$ cat config.mk
export PLATFORM = sky130hd
export DESIGN_NAME = ascii_timestamp_parser
export DESIGN_NICKNAME = d
export VERILOG_FILES = /design/src/hdl/tsp_pkg.sv /design/src/hdl/tsp_front.sv /design/src/hdl/tsp_back.sv /design/src/hdl/ascii_timestamp_parser.sv
export SDC_FILE = /design/constraint.sdc
export NUM_CORES = 2
export LEC_CHECK = 0
export BUFFER_PORTS_ARGS = -buffer_cell sky130_fd_sc_hd__clkbuf_2
export CORE_MARGIN = 5
export CORE_UTILIZATION = 50
export CTS_BUF_LIST = sky130_fd_sc_hd__clkbuf_16
export DETAILED_ROUTE_END_ITERATION = 6
export GPL_TIMING_DRIVEN = 0
export PLACE_DENSITY = 0.66
export SYNTH_ARGS = -nofsm -noshare
export SYNTH_HDL_FRONTEND = slang
export SYNTH_HIERARCHICAL = 1
export SYNTH_SLANG_ARGS = --single-unit
$ cat constraint.sdc
create_clock -name clock -period 10.15 [get_ports clock]
set_input_delay 0.5075 -clock clock [delete_from_list [all_inputs] [get_ports clock]]
set_output_delay 0.5075 -clock clock [all_outputs]
set_load 0.05 [all_outputs]
$ cat src/hdl/tsp_pkg.sv
package tsp_pkg;

   localparam int SEC_W  = 63;
   localparam int FRAC_W = 30;
   localparam int STAT_W = 3;
   localparam int FCNT_W = 4;

   localparam logic [7:0] CHAR_ZERO  = 8'd48;
   localparam logic [7:0] CHAR_NINE  = 8'd57;
   localparam logic [7:0] CHAR_POINT = 8'd46;

   localparam logic [FCNT_W-1:0] NS_DIGITS = 4'd9;

   typedef logic [1:0] kind_type;
   localparam kind_type KIND_DIGIT = 2'd0;
   localparam kind_type KIND_POINT = 2'd1;
   localparam kind_type KIND_JUNK  = 2'd2;

   typedef logic [STAT_W-1:0] status_type;
   localparam status_type ST_OK           = 3'd0;
   localparam status_type ST_NO_POINT     = 3'd1;
   localparam status_type ST_JUNK_DIGIT   = 3'd2;
   localparam status_type ST_SECOND_POINT = 3'd3;
   localparam status_type ST_TOO_LONG     = 3'd4;
   localparam status_type ST_OVERFLOW     = 3'd5;

   typedef struct packed {
      kind_type   kind;
      logic [3:0] digit;
      logic       last;
   } item_type;

   function automatic logic [FRAC_W-1:0] pow10(input logic [FCNT_W-1:0] idx);
      logic [FRAC_W-1:0] res;
      unique case (idx)
         4'd0:    res = 30'd1;
         4'd1:    res = 30'd10;
         4'd2:    res = 30'd100;
         4'd3:    res = 30'd1000;
         4'd4:    res = 30'd10000;
         4'd5:    res = 30'd100000;
         4'd6:    res = 30'd1000000;
         4'd7:    res = 30'd10000000;
         4'd8:    res = 30'd100000000;
         4'd9:    res = 30'd1000000000;
         default: res = 30'd0;
      endcase
      return res;
   endfunction

endpackage

$ cat src/hdl/tsp_front.sv
module tsp_front (
   input  logic              clock,
   input  logic              reset,
   input  logic              req_tvalid,
   output logic              req_tready,
   input  logic [7:0]        req_tdata,   // [7:0] char_in
   input  logic              req_tlast,
   output logic              item_valid,
   output tsp_pkg::item_type item,
   input  logic              item_pop
);
   import tsp_pkg::*;

   localparam int QDEPTH = 4;
   localparam int QIDX_W = $clog2(QDEPTH);
   localparam int QCNT_W = $clog2(QDEPTH + 1);

   item_type          q_mem [QDEPTH];
   logic [QIDX_W-1:0] wr_ptr_ff, wr_ptr_in;
   logic [QIDX_W-1:0] rd_ptr_ff, rd_ptr_in;
   logic [QCNT_W-1:0] cnt_ff, cnt_in;
   logic              push;
   item_type          new_item;

   always_comb begin
      new_item.digit = 4'(req_tdata - CHAR_ZERO);
      new_item.last  = req_tlast;
      if (req_tdata >= CHAR_ZERO && req_tdata <= CHAR_NINE) begin
         new_item.kind = KIND_DIGIT;
      end else if (req_tdata == CHAR_POINT) begin
         new_item.kind = KIND_POINT;
      end else begin
         new_item.kind = KIND_JUNK;
      end
   end

   assign req_tready = (cnt_ff != QCNT_W'(QDEPTH));
   assign push       = req_tvalid && req_tready;
   assign item_valid = (cnt_ff != '0);
   assign item       = q_mem[rd_ptr_ff];

   assign wr_ptr_in = push ? wr_ptr_ff + 1'b1 : wr_ptr_ff;
   assign rd_ptr_in = item_pop ? rd_ptr_ff + 1'b1 : rd_ptr_ff;
   assign cnt_in    = QCNT_W'(cnt_ff + QCNT_W'(push) - QCNT_W'(item_pop));

   always_ff @(posedge clock) begin
      if (push) begin
         q_mem[wr_ptr_ff] <= new_item;
      end
   end

   always_ff @(posedge clock) begin
      if (reset) begin
         wr_ptr_ff <= '0;
         rd_ptr_ff <= '0;
         cnt_ff    <= '0;
      end else begin
         wr_ptr_ff <= wr_ptr_in;
         rd_ptr_ff <= rd_ptr_in;
         cnt_ff    <= cnt_in;
      end
   end

endmodule

$ cat src/hdl/tsp_back.sv
module tsp_back #(
   parameter int MAX_CHARS       = 30,
   parameter int FRACTION_DIGITS = 9
) (
   input  logic              clock,
   input  logic              reset,
   input  logic              item_valid,
   input  tsp_pkg::item_type item,
   output logic              item_pop,
   output logic              rsp_tvalid,
   input  logic              rsp_tready,
   output logic [95:0]       rsp_tdata
);
   import tsp_pkg::*;

   localparam int CNT_W = $clog2(MAX_CHARS + 2);

   logic [SEC_W-1:0]  sec_ff, sec_in;
   logic [FRAC_W-1:0] frac_ff, frac_in;
   logic [FCNT_W-1:0] fcnt_ff, fcnt_in;
   logic              point_ff, point_in;
   logic              lwd_ff, lwd_in;
   status_type        err_ff, err_in;
   logic [CNT_W-1:0]  cnt_ff, cnt_in;

   logic              fin_valid_ff, fin_valid_in;
   status_type        fin_stat_ff, fin_stat_in;
   logic [SEC_W-1:0]  fin_sec_ff, fin_sec_in;
   logic [FRAC_W-1:0] fin_frac_ff, fin_frac_in;
   logic [FCNT_W-1:0] fin_k_ff, fin_k_in;

   logic              rsp_valid_ff, rsp_valid_in;
   status_type        rsp_stat_ff, rsp_stat_in;
   logic [SEC_W-1:0]  rsp_sec_ff, rsp_sec_in;
   logic [FRAC_W-1:0] rsp_ns_ff, rsp_ns_in;

   logic              out_ready, fin_ready, take_last;
   logic [SEC_W+3:0]  sec_wide;
   logic [FRAC_W+3:0] frac_wide;
   logic              sec_ovf;
   logic [SEC_W-1:0]  u_sec;
   logic [FRAC_W-1:0] u_frac;
   logic [FCNT_W-1:0] u_fcnt;
   logic              u_point, u_lwd;
   status_type        u_err, u_stat;
   logic [CNT_W-1:0]  u_cnt;
   logic [2*FRAC_W-1:0] ns_prod;

   assign out_ready = !rsp_valid_ff || rsp_tready;
   assign fin_ready = !fin_valid_ff || out_ready;
   assign item_pop  = item_valid && (!item.last || fin_ready);
   assign take_last = item_pop && item.last;

   assign sec_wide  = ({4'b0, sec_ff} << 3) + ({4'b0, sec_ff} << 1)
                    + (SEC_W+4)'(item.digit);
   assign sec_ovf   = |sec_wide[SEC_W+3:SEC_W];
   assign frac_wide = ({4'b0, frac_ff} << 3) + ({4'b0, frac_ff} << 1)
                    + (FRAC_W+4)'(item.digit);

   always_comb begin
      u_sec   = sec_ff;
      u_frac  = frac_ff;
      u_fcnt  = fcnt_ff;
      u_point = point_ff;
      u_lwd   = lwd_ff;
      u_err   = err_ff;
      u_cnt   = (cnt_ff <= CNT_W'(MAX_CHARS)) ? cnt_ff + 1'b1 : cnt_ff;
      if (err_ff == ST_OK) begin
         unique case (item.kind)
            KIND_DIGIT: begin
               if (!lwd_ff) begin
                  u_err = ST_JUNK_DIGIT;
               end else if (!point_ff) begin
                  if (sec_ovf) begin
                     u_err = ST_OVERFLOW;
                  end else begin
                     u_sec = sec_wide[SEC_W-1:0];
                  end
               end else if (fcnt_ff < FCNT_W'(FRACTION_DIGITS)) begin
                  u_frac = frac_wide[FRAC_W-1:0];
                  u_fcnt = fcnt_ff + 1'b1;
               end
            end
            KIND_POINT: begin
               if (point_ff) begin
                  u_err = ST_SECOND_POINT;
               end else begin
                  u_point = 1'b1;
               end
            end
            default: begin
               u_lwd = 1'b0;
            end
         endcase
      end

      if (u_cnt > CNT_W'(MAX_CHARS)) begin
         u_stat = ST_TOO_LONG;
      end else if (u_err != ST_OK) begin
         u_stat = u_err;
      end else if (!u_point) begin
         u_stat = ST_NO_POINT;
      end else begin
         u_stat = ST_OK;
      end
   end

   always_comb begin
      sec_in   = sec_ff;
      frac_in  = frac_ff;
      fcnt_in  = fcnt_ff;
      point_in = point_ff;
      lwd_in   = lwd_ff;
      err_in   = err_ff;
      cnt_in   = cnt_ff;
      if (item_pop) begin
         if (item.last) begin
            sec_in   = '0;
            frac_in  = '0;
            fcnt_in  = '0;
            point_in = 1'b0;
            lwd_in   = 1'b1;
            err_in   = ST_OK;
            cnt_in   = '0;
         end else begin
            sec_in   = u_sec;
            frac_in  = u_frac;
            fcnt_in  = u_fcnt;
            point_in = u_point;
            lwd_in   = u_lwd;
            err_in   = u_err;
            cnt_in   = u_cnt;
         end
      end
   end

   assign fin_stat_in  = u_stat;
   assign fin_sec_in   = (u_stat == ST_OK) ? u_sec : '0;
   assign fin_frac_in  = (u_stat == ST_OK) ? u_frac : '0;
   assign fin_k_in     = u_fcnt;
   assign fin_valid_in = fin_ready ? take_last : fin_valid_ff;

   assign ns_prod      = fin_frac_ff * pow10(NS_DIGITS - fin_k_ff);
   assign rsp_stat_in  = fin_stat_ff;
   assign rsp_sec_in   = fin_sec_ff;
   assign rsp_ns_in    = ns_prod[FRAC_W-1:0];
   assign rsp_valid_in = out_ready ? fin_valid_ff : rsp_valid_ff;

   always_ff @(posedge clock) begin
      if (reset) begin
         sec_ff       <= '0;
         frac_ff      <= '0;
         fcnt_ff      <= '0;
         point_ff     <= 1'b0;
         lwd_ff       <= 1'b1;
         err_ff       <= ST_OK;
         cnt_ff       <= '0;
         fin_valid_ff <= 1'b0;
         rsp_valid_ff <= 1'b0;
      end else begin
         sec_ff       <= sec_in;
         frac_ff      <= frac_in;
         fcnt_ff      <= fcnt_in;
         point_ff     <= point_in;
         lwd_ff       <= lwd_in;
         err_ff       <= err_in;
         cnt_ff       <= cnt_in;
         fin_valid_ff <= fin_valid_in;
         rsp_valid_ff <= rsp_valid_in;
      end
   end

   always_ff @(posedge clock) begin
      if (take_last) begin
         fin_stat_ff <= fin_stat_in;
         fin_sec_ff  <= fin_sec_in;
         fin_frac_ff <= fin_frac_in;
         fin_k_ff    <= fin_k_in;
      end
      if (out_ready && fin_valid_ff) begin
         rsp_stat_ff <= rsp_stat_in;
         rsp_sec_ff  <= rsp_sec_in;
         rsp_ns_ff   <= rsp_ns_in;
      end
   end

   assign rsp_tvalid = rsp_valid_ff;
   assign rsp_tdata  = {rsp_ns_ff, rsp_sec_ff, rsp_stat_ff};

   a_state_cleared: assert property (@(posedge clock) disable iff (reset)
      take_last |=> (sec_ff == '0 && frac_ff == '0 && fcnt_ff == '0 && !point_ff
                     && lwd_ff && err_ff == ST_OK && cnt_ff == '0))
      else $error("parser state not cleared after a final character");

   a_invalid_zero: assert property (@(posedge clock) disable iff (reset)
      (rsp_valid_ff && rsp_stat_ff != ST_OK) |-> (rsp_sec_ff == '0 && rsp_ns_ff == '0))
      else $error("invalid timestamp reports nonzero time");

   a_ns_range: assert property (@(posedge clock) disable iff (reset)
      rsp_valid_ff |-> (rsp_ns_ff <= 30'd999999999))
      else $error("nanoseconds out of range");

   a_fcnt_limit: assert property (@(posedge clock) disable iff (reset)
      fcnt_ff <= FCNT_W'(FRACTION_DIGITS))
      else $error("fraction digit count beyond limit");

   a_fin_hold: assert property (@(posedge clock) disable iff (reset)
      (fin_valid_ff && !out_ready) |=> fin_valid_ff)
      else $error("finished timestamp dropped while output stalled");

endmodule

$ cat src/hdl/ascii_timestamp_parser.sv
// Channel | Direction | Contents
// req_    | in        | tdata[7:0] = char_in, tlast = last_char
// rsp_    | out       | tdata[2:0] = status, [65:3] = seconds, [95:66] = nanoseconds
//
// One character is accepted per clock cycle, sustained, limited by the parser state update, while the queue has room.
// A final character passes through the character queue, then the fin_ and rsp_ result stages.
// Reset clears the character queue, the parser state and both result stages.
// A stalled output fills the result stages and then the four-entry queue before req_tready drops.
module ascii_timestamp_parser #(
   parameter int MAX_CHARS       = 30,
   parameter int FRACTION_DIGITS = 9
) (
   input  logic        clock,
   input  logic        reset,
   input  logic        req_tvalid,
   output logic        req_tready,
   input  logic [7:0]  req_tdata,   // [7:0] char_in
   input  logic        req_tlast,
   output logic        rsp_tvalid,
   input  logic        rsp_tready,
   output logic [95:0] rsp_tdata    // [2:0] status, [65:3] seconds, [95:66] nanoseconds
);
   import tsp_pkg::*;

   logic     item_valid;
   logic     item_pop;
   item_type item;

   tsp_front u_front (
      .clock      (clock),
      .reset      (reset),
      .req_tvalid (req_tvalid),
      .req_tready (req_tready),
      .req_tdata  (req_tdata),
      .req_tlast  (req_tlast),
      .item_valid (item_valid),
      .item       (item),
      .item_pop   (item_pop)
   );

   tsp_back #(
      .MAX_CHARS       (MAX_CHARS),
      .FRACTION_DIGITS (FRACTION_DIGITS)
   ) u_back (
      .clock      (clock),
      .reset      (reset),
      .item_valid (item_valid),
      .item       (item),
      .item_pop   (item_pop),
      .rsp_tvalid (rsp_tvalid),
      .rsp_tready (rsp_tready),
      .rsp_tdata  (rsp_tdata)
   );

endmodule
# After elaboration in Yosys (flattened, before gate mapping)
# Memory sizes are Yosys's and may differ from the RTL's. A register that Yosys moved wholly into a read port is not among the register bits.
# Index checks and enable logic that the tools add are counted.
# W data, S select, Z words.
# totals
register_bits	312
mem_count	2
out_inout_bits	98
word_cells	105
in_bits	13
ram_bits	28
mem_bits_ro	480
# memory_table
memory	depth	word_bits	read_ports	rd_clocked_by_memory_dff	wr	line_no	rtl
(no name shown)	16	30	1	0	0	tsp_pkg.sv:35	unique case (idx)
u_front.q_mem	4	7	1	1	1	tsp_front.sv:18	item_type q_mem [QDEPTH];
# classes
magnitude_cmp	5
addsub	12
mul	1
eq_ne	4
reduce_logical	20
n_mux	42
# op_table
op	count
$mux W63	6
$mux W30	6
$add A66 B64 Y67	1
$add A67 B4 Y67	1
$add A30 B30 Y30	1
$add A30 B4 Y30	1
$mul A30 B30 Y30	1
$mux W3	8
$mux W4	6
$mux W5	2
$mux W1	9
$eq A8 B6 Y1 const B	1
$ge A8 B6 Y1 const B	1
$le A8 B6 Y1 const B	1
$mux W2	4
$logic_not A3 Y1	2
$pmux W3 S2	1
$reduce_bool A3 Y1	2
$add A5 B1 Y5 const B	1
$gt A5 B5 Y1 const B	1
$le A5 B5 Y1 const B	1
$logic_and A1 B1 Y1	5
$add A2 B1 Y2 const B	2
$add A4 B1 Y4 const B	1
15 further kinds	19

# Depth between registers and ports, before layout
# depth
ltp_word	12
mapped_depth	36
mapped_depth_nobuf	35

# Hierarchy
# Netlist, hierarchy kept.
# by_module_without_submodules
mod	n_inst	seq_area_each_um2	cells_per_inst	area_each_um2
tsp_back	1	8067.7	3311	31736.7
tsp_front	1	1021.0	93	1524.0

# Least setup slack after synthesis
# No wires, ideal clock.
# synth_path
path_kind	flip-flop to flip-flop
start	register u_back.fin_k_ff[1]
end	register u_back.rsp_ns_ff[29] (data pin)
t_required_ns	9.889
period_less_slack_ns	8.232
path_stages_with_launch	34
arrival_time_ns	7.971
setup_ns	0.261
path_buffers	2
setup_slack_ns	1.918
cell_sequence	edfxtp_1 > inv_1 > ha_1 > xor2_1 > clkbuf_1 > mux2i_1 > o21ai_0 > clkbuf_1 > nand2_1 > fa_1 > inv_1 > fa_1 > fa_1 > inv_1 > fa_1 > inv_1 > fa_1 > fa_1 > fa_1 > inv_1 > fa_1 > inv_1 > ha_1 > a21o_1 > a21o_1 > a21o_1 > a21o_1 > a21oi_1 > o21ai_0 > a41o_1 > a21o_1 > a21oi_1 > o21ai_0 > xnor2_1
# synth_between
elab_chain_cells	3
# synth_lines
element	line_no	rtl
start: declaration	tsp_back.sv:30	logic [FCNT_W-1:0] fin_k_ff, fin_k_in;
start signal: assignment	tsp_back.sv:178	fin_k_ff <= fin_k_in;
$sub A4 B4 Y4	tsp_back.sv:143	assign ns_prod = fin_frac_ff * pow10(NS_DIGITS - fin_k_ff);
$mem_v2 Z16 W30	-	
$mul A30 B30 Y30	tsp_back.sv:143	
via u_back.ns_prod[29]	tsp_back.sv:47	logic [2*FRAC_W-1:0] ns_prod;
end signal: assignment	tsp_back.sv:183	rsp_ns_ff <= rsp_ns_in;
end: declaration	tsp_back.sv:35	logic [FRAC_W-1:0] rsp_ns_ff, rsp_ns_in;
# The timed path passes the listed nets, and every way through them passes these cells.
# A chain may end at the register's enable or synchronous reset.

# Worst setup path after layout
# Ends and elaborated chain as after synthesis.

==> results by group <==
Die
  • Starting Density: about half
  • Core ar.: between 0.06 and 0.07 mm²
  • IO Pins: about 110
  • Die area: 0.0718 mm²
  • Die W: around 270 µm
  • Row count: 94
  • Die Height: about 270 µm

Synthesis
  • Syn Area/Cell: 9.77 µm²
  • Post-synthesis cell count: 3404
  • Post-synth EDFFs: roughly 220
  • Yosys reg bits: around 340
  • Top_reg_cell synth: edfxtp_1
  • Mapped Area: 0.0333 mm²
  • Seq/Total Area, Yosys: about 27%
  • Synthesis warning total: 6
  • Async S/R FF share, synth: 0%
  • Unique masters post-synth: 89
  • Syn Nets: 4087

Detailed routing
  • Final ANT Viol Nets: 0
  • Via density: 5.53
  • Remaining DRCs: 0
  • Total number of vias: about 25000
  • DRT Wirelength: approximately 87 mm
  • First-pass DRT Iterations: 5
  • Drt wl/cell: roughly 20 µm
  • DRT iter0 DRCs: ~1600

Timing
  • Final Hold Fails: 0
  • RSZ-0062 raised after global routing: no
  • Worst clock skew: roughly 46 ps
  • Relative slew margins: between 20% and 30%
  • Worst Tran Pin Value: 1080 ps
  • Setup TNS: 0 ps
  • Fmax: just over 100 MHz
  • Tcrit/Tclk final: a little over nine tenths
  • Slew Limit Fails: 0
  • Final min period: around 9700 ps
  • Finish-stage setup viols: 0

Global routing
  • Antenna violations before repair: 1
  • GRT overflow: 0
  • Largest net degree at the start of global routing: 38
  • Total GRT Usage: approximately 24%
  • First-pass GRT wire length: roughly 140 mm
  • Vias in the first global route: roughly 25000

Worst hold path
  • Hold WC Path Type: input pin to flop
  • Hold_sp: req_tlast
  • Hold EP: u_front/q_mem[1][0]$_DFFE_PP_
  • Hold path depth: 1

Setup path
  • Setup crit end kind: flop
  • Slowest Stage Delay on Critical Path: about 680 ps
  • Most frequent CP cell: xnor2_1
  • Reg2reg start: u_back/fin_k_ff[1]$_DFFE_PP_
  • CP Data Arrival Time: 10000 ps
  • CP max stage cell: o21ai_0
  • Worst Path Required: between 10000 and 15000 ps
  • Worst R2R End: u_back/rsp_ns_ff[29]$_DFFE_PP_
  • Critical path startpoint category: flop
  • Largest delay share family, worst path: adder cells
  • Worst Reg-to-Reg Cells: 31
  • Setup Crit Path Kind: flop to flop
  • R2R Setup Slk: 440 ps
  • CP max FO: 10
  • Worst Path Buf+Inv: 9

CTS
  • Deepest clock path buffer count: 3
  • Worst skew pair latency: 600 ps
  • Clock transition at path regs: 60 ps
  • CTS sink cnt: roughly 340
  • H-tree levels: 2
  • CTS tree: done
  • Root buffer cell: clkbuf_16
  • Cts bufs inserted: 39

Run
  • Max-Cap Viols: 0

Placement
  • GP Congestion: 1.01
  • Dpl hpwl: 68.8 mm
  • # port buffers: between 100 and 150

Run status
  • Status: finished clean

Finish
  • Final net count: roughly 4200
  • Area Overhead vs Synth: 9.05%
  • Commonest non-fill, non-tap cell in the layout: inv_1
  • Antenna Cells: 0
  • Share of cells above drive strength 1: ~6.9%
  • Most frequent cells in the layout: inv_1 (484), fa_1 (358), nand2_1 (344)
[cells in the mapped netlist, types with 7 or more instances]
master	instances	area share [%]
nand2b_1	14	0.26
nand2_1	344	3.9
a31oi_1	14	0.26
nand4_1	20	0.38
xor2_1	49	1.3
fa_1	358	22
mux2i_1	71	2.1
o21a_1	20	0.45
buf_4	12	0.27
a22o_1	58	1.5
a21oi_1	180	2.7
inv_1	473	5.3
a211oi_1	20	0.45
dfxtp_1	118	7.1
edfxtp_1	224	20
nand3_1	28	0.42
xnor2_1	116	3.1
and3_1	12	0.23
and2_1	253	4.8
nor2b_1	18	0.34
o211ai_1	11	0.25
nor3b_1	8	0.18
mux4_2	7	0.47
a21o_1	41	0.93
o21bai_1	16	0.36
buf_2	13	0.20
nor2_1	217	2.4
o21ai_0	88	1.3
a22oi_1	21	0.47
ha_1	312	12
nor3_1	22	0.33
clkbuf_1	116	1.3
[kinds of logic (layout without fill, tap and decap cells)]
logic type / Yosys count / in the layout / synth area share (%)
simple gates: 978 / 978 / 14.2
fa+ha+maj: 670 / 670 / 33.3
xor+xnor: 165 / 165 / 4.34
flops: 342 / 342 / 27.3
buf+inv: 629 / 816 / 7.42
mux: 80 / 80 / 2.69
compound gates: 540 / 540 / 10.7
[worst max path at each step]
stage	start	endpoint	slack [ps]	cells after the start
detailed placement	u_back/fin_k_ff[1]$_DFFE_PP_	u_back/rsp_ns_ff[28]$_DFFE_PP_	120	34
finish	u_back/fin_k_ff[1]$_DFFE_PP_	u_back/rsp_ns_ff[29]$_DFFE_PP_	440	31
floorplan	u_back/fin_k_ff[1]$_DFFE_PP_	u_back/rsp_ns_ff[29]$_DFFE_PP_	1920	33
CTS	u_back/fin_k_ff[1]$_DFFE_PP_	u_back/rsp_ns_ff[28]$_DFFE_PP_	70	34
global placement	u_back/fin_k_ff[1]$_DFFE_PP_	u_back/rsp_ns_ff[28]$_DFFE_PP_	170	34
global route	u_back/fin_k_ff[1]$_DFFE_PP_	u_back/rsp_ns_ff[29]$_DFFE_PP_	70	31
[metrics by stage]
step	instance area, µm²	hold slack, ps	util, %	worst slack (ps)	std cells
after floorplan	33300	400	-	1920	3404
after global placement	34900	402	53.0	173	4377
after detailed placement	35000	405	53.1	116	4383
after CTS	36200	131	55.0	70.1	4455
after global routing	36300	150	55.1	67.8	4455
final	36300	163	55.1	441	4455
[per-layer routing]
layer	part of all wire [%]	track usage, %	up-vias
li1	-	-	11583
met1	42	31.6	12116
met2	48	41.7	700
met3	5.4	3.21	216
met4	5.0	10.2	0
met5	0	0	-
[sequential cells by signal, summed over array words and instances, names as in the netlist, 3 cells and up, named ones only]
register and flops:
u_back/frac_ff 30, u_back/cnt_ff 5, u_back/fin_sec_ff 63, u_back/err_ff 3, u_back/rsp_ns_ff 30, u_back/fin_stat_ff 3, u_back/rsp_sec_ff 63, u_front/cnt_ff 3
u_back/rsp_stat_ff 3, u_back/fin_k_ff 4, u_back/fin_frac_ff 30, u_back/fcnt_ff 4, u_front/q_mem 28, u_back/sec_ff 63
[what timing repair did]
action                                  CTS  global route
endpoints found under the hold margin     0             0
resized for setup                         0            14
setup buffers                             0             0
endpoints found under the setup margin    0             5
hold buffers                              0             0
[layout make-up]
| class | instances | area, µm² |
|---|---|---|
| Inverter | 475 | 1780 |
| Clock buffer | 39 | 976 |
| Multi-Input combinational cell | 2433 | 21700 |
| Buffer | 154 | 691 |
| Fill cell | 5971 | 29600 |
| Sequential cell | 342 | 9090 |
| Tap cell | 864 | 1080 |
| Clock inverter | 33 | 269 |
| Timing Repair Buffer | 115 | 651 |
Power is not shown: default switching activity piles up to over one toggle a cycle in this logic, so the estimate is an artifact.
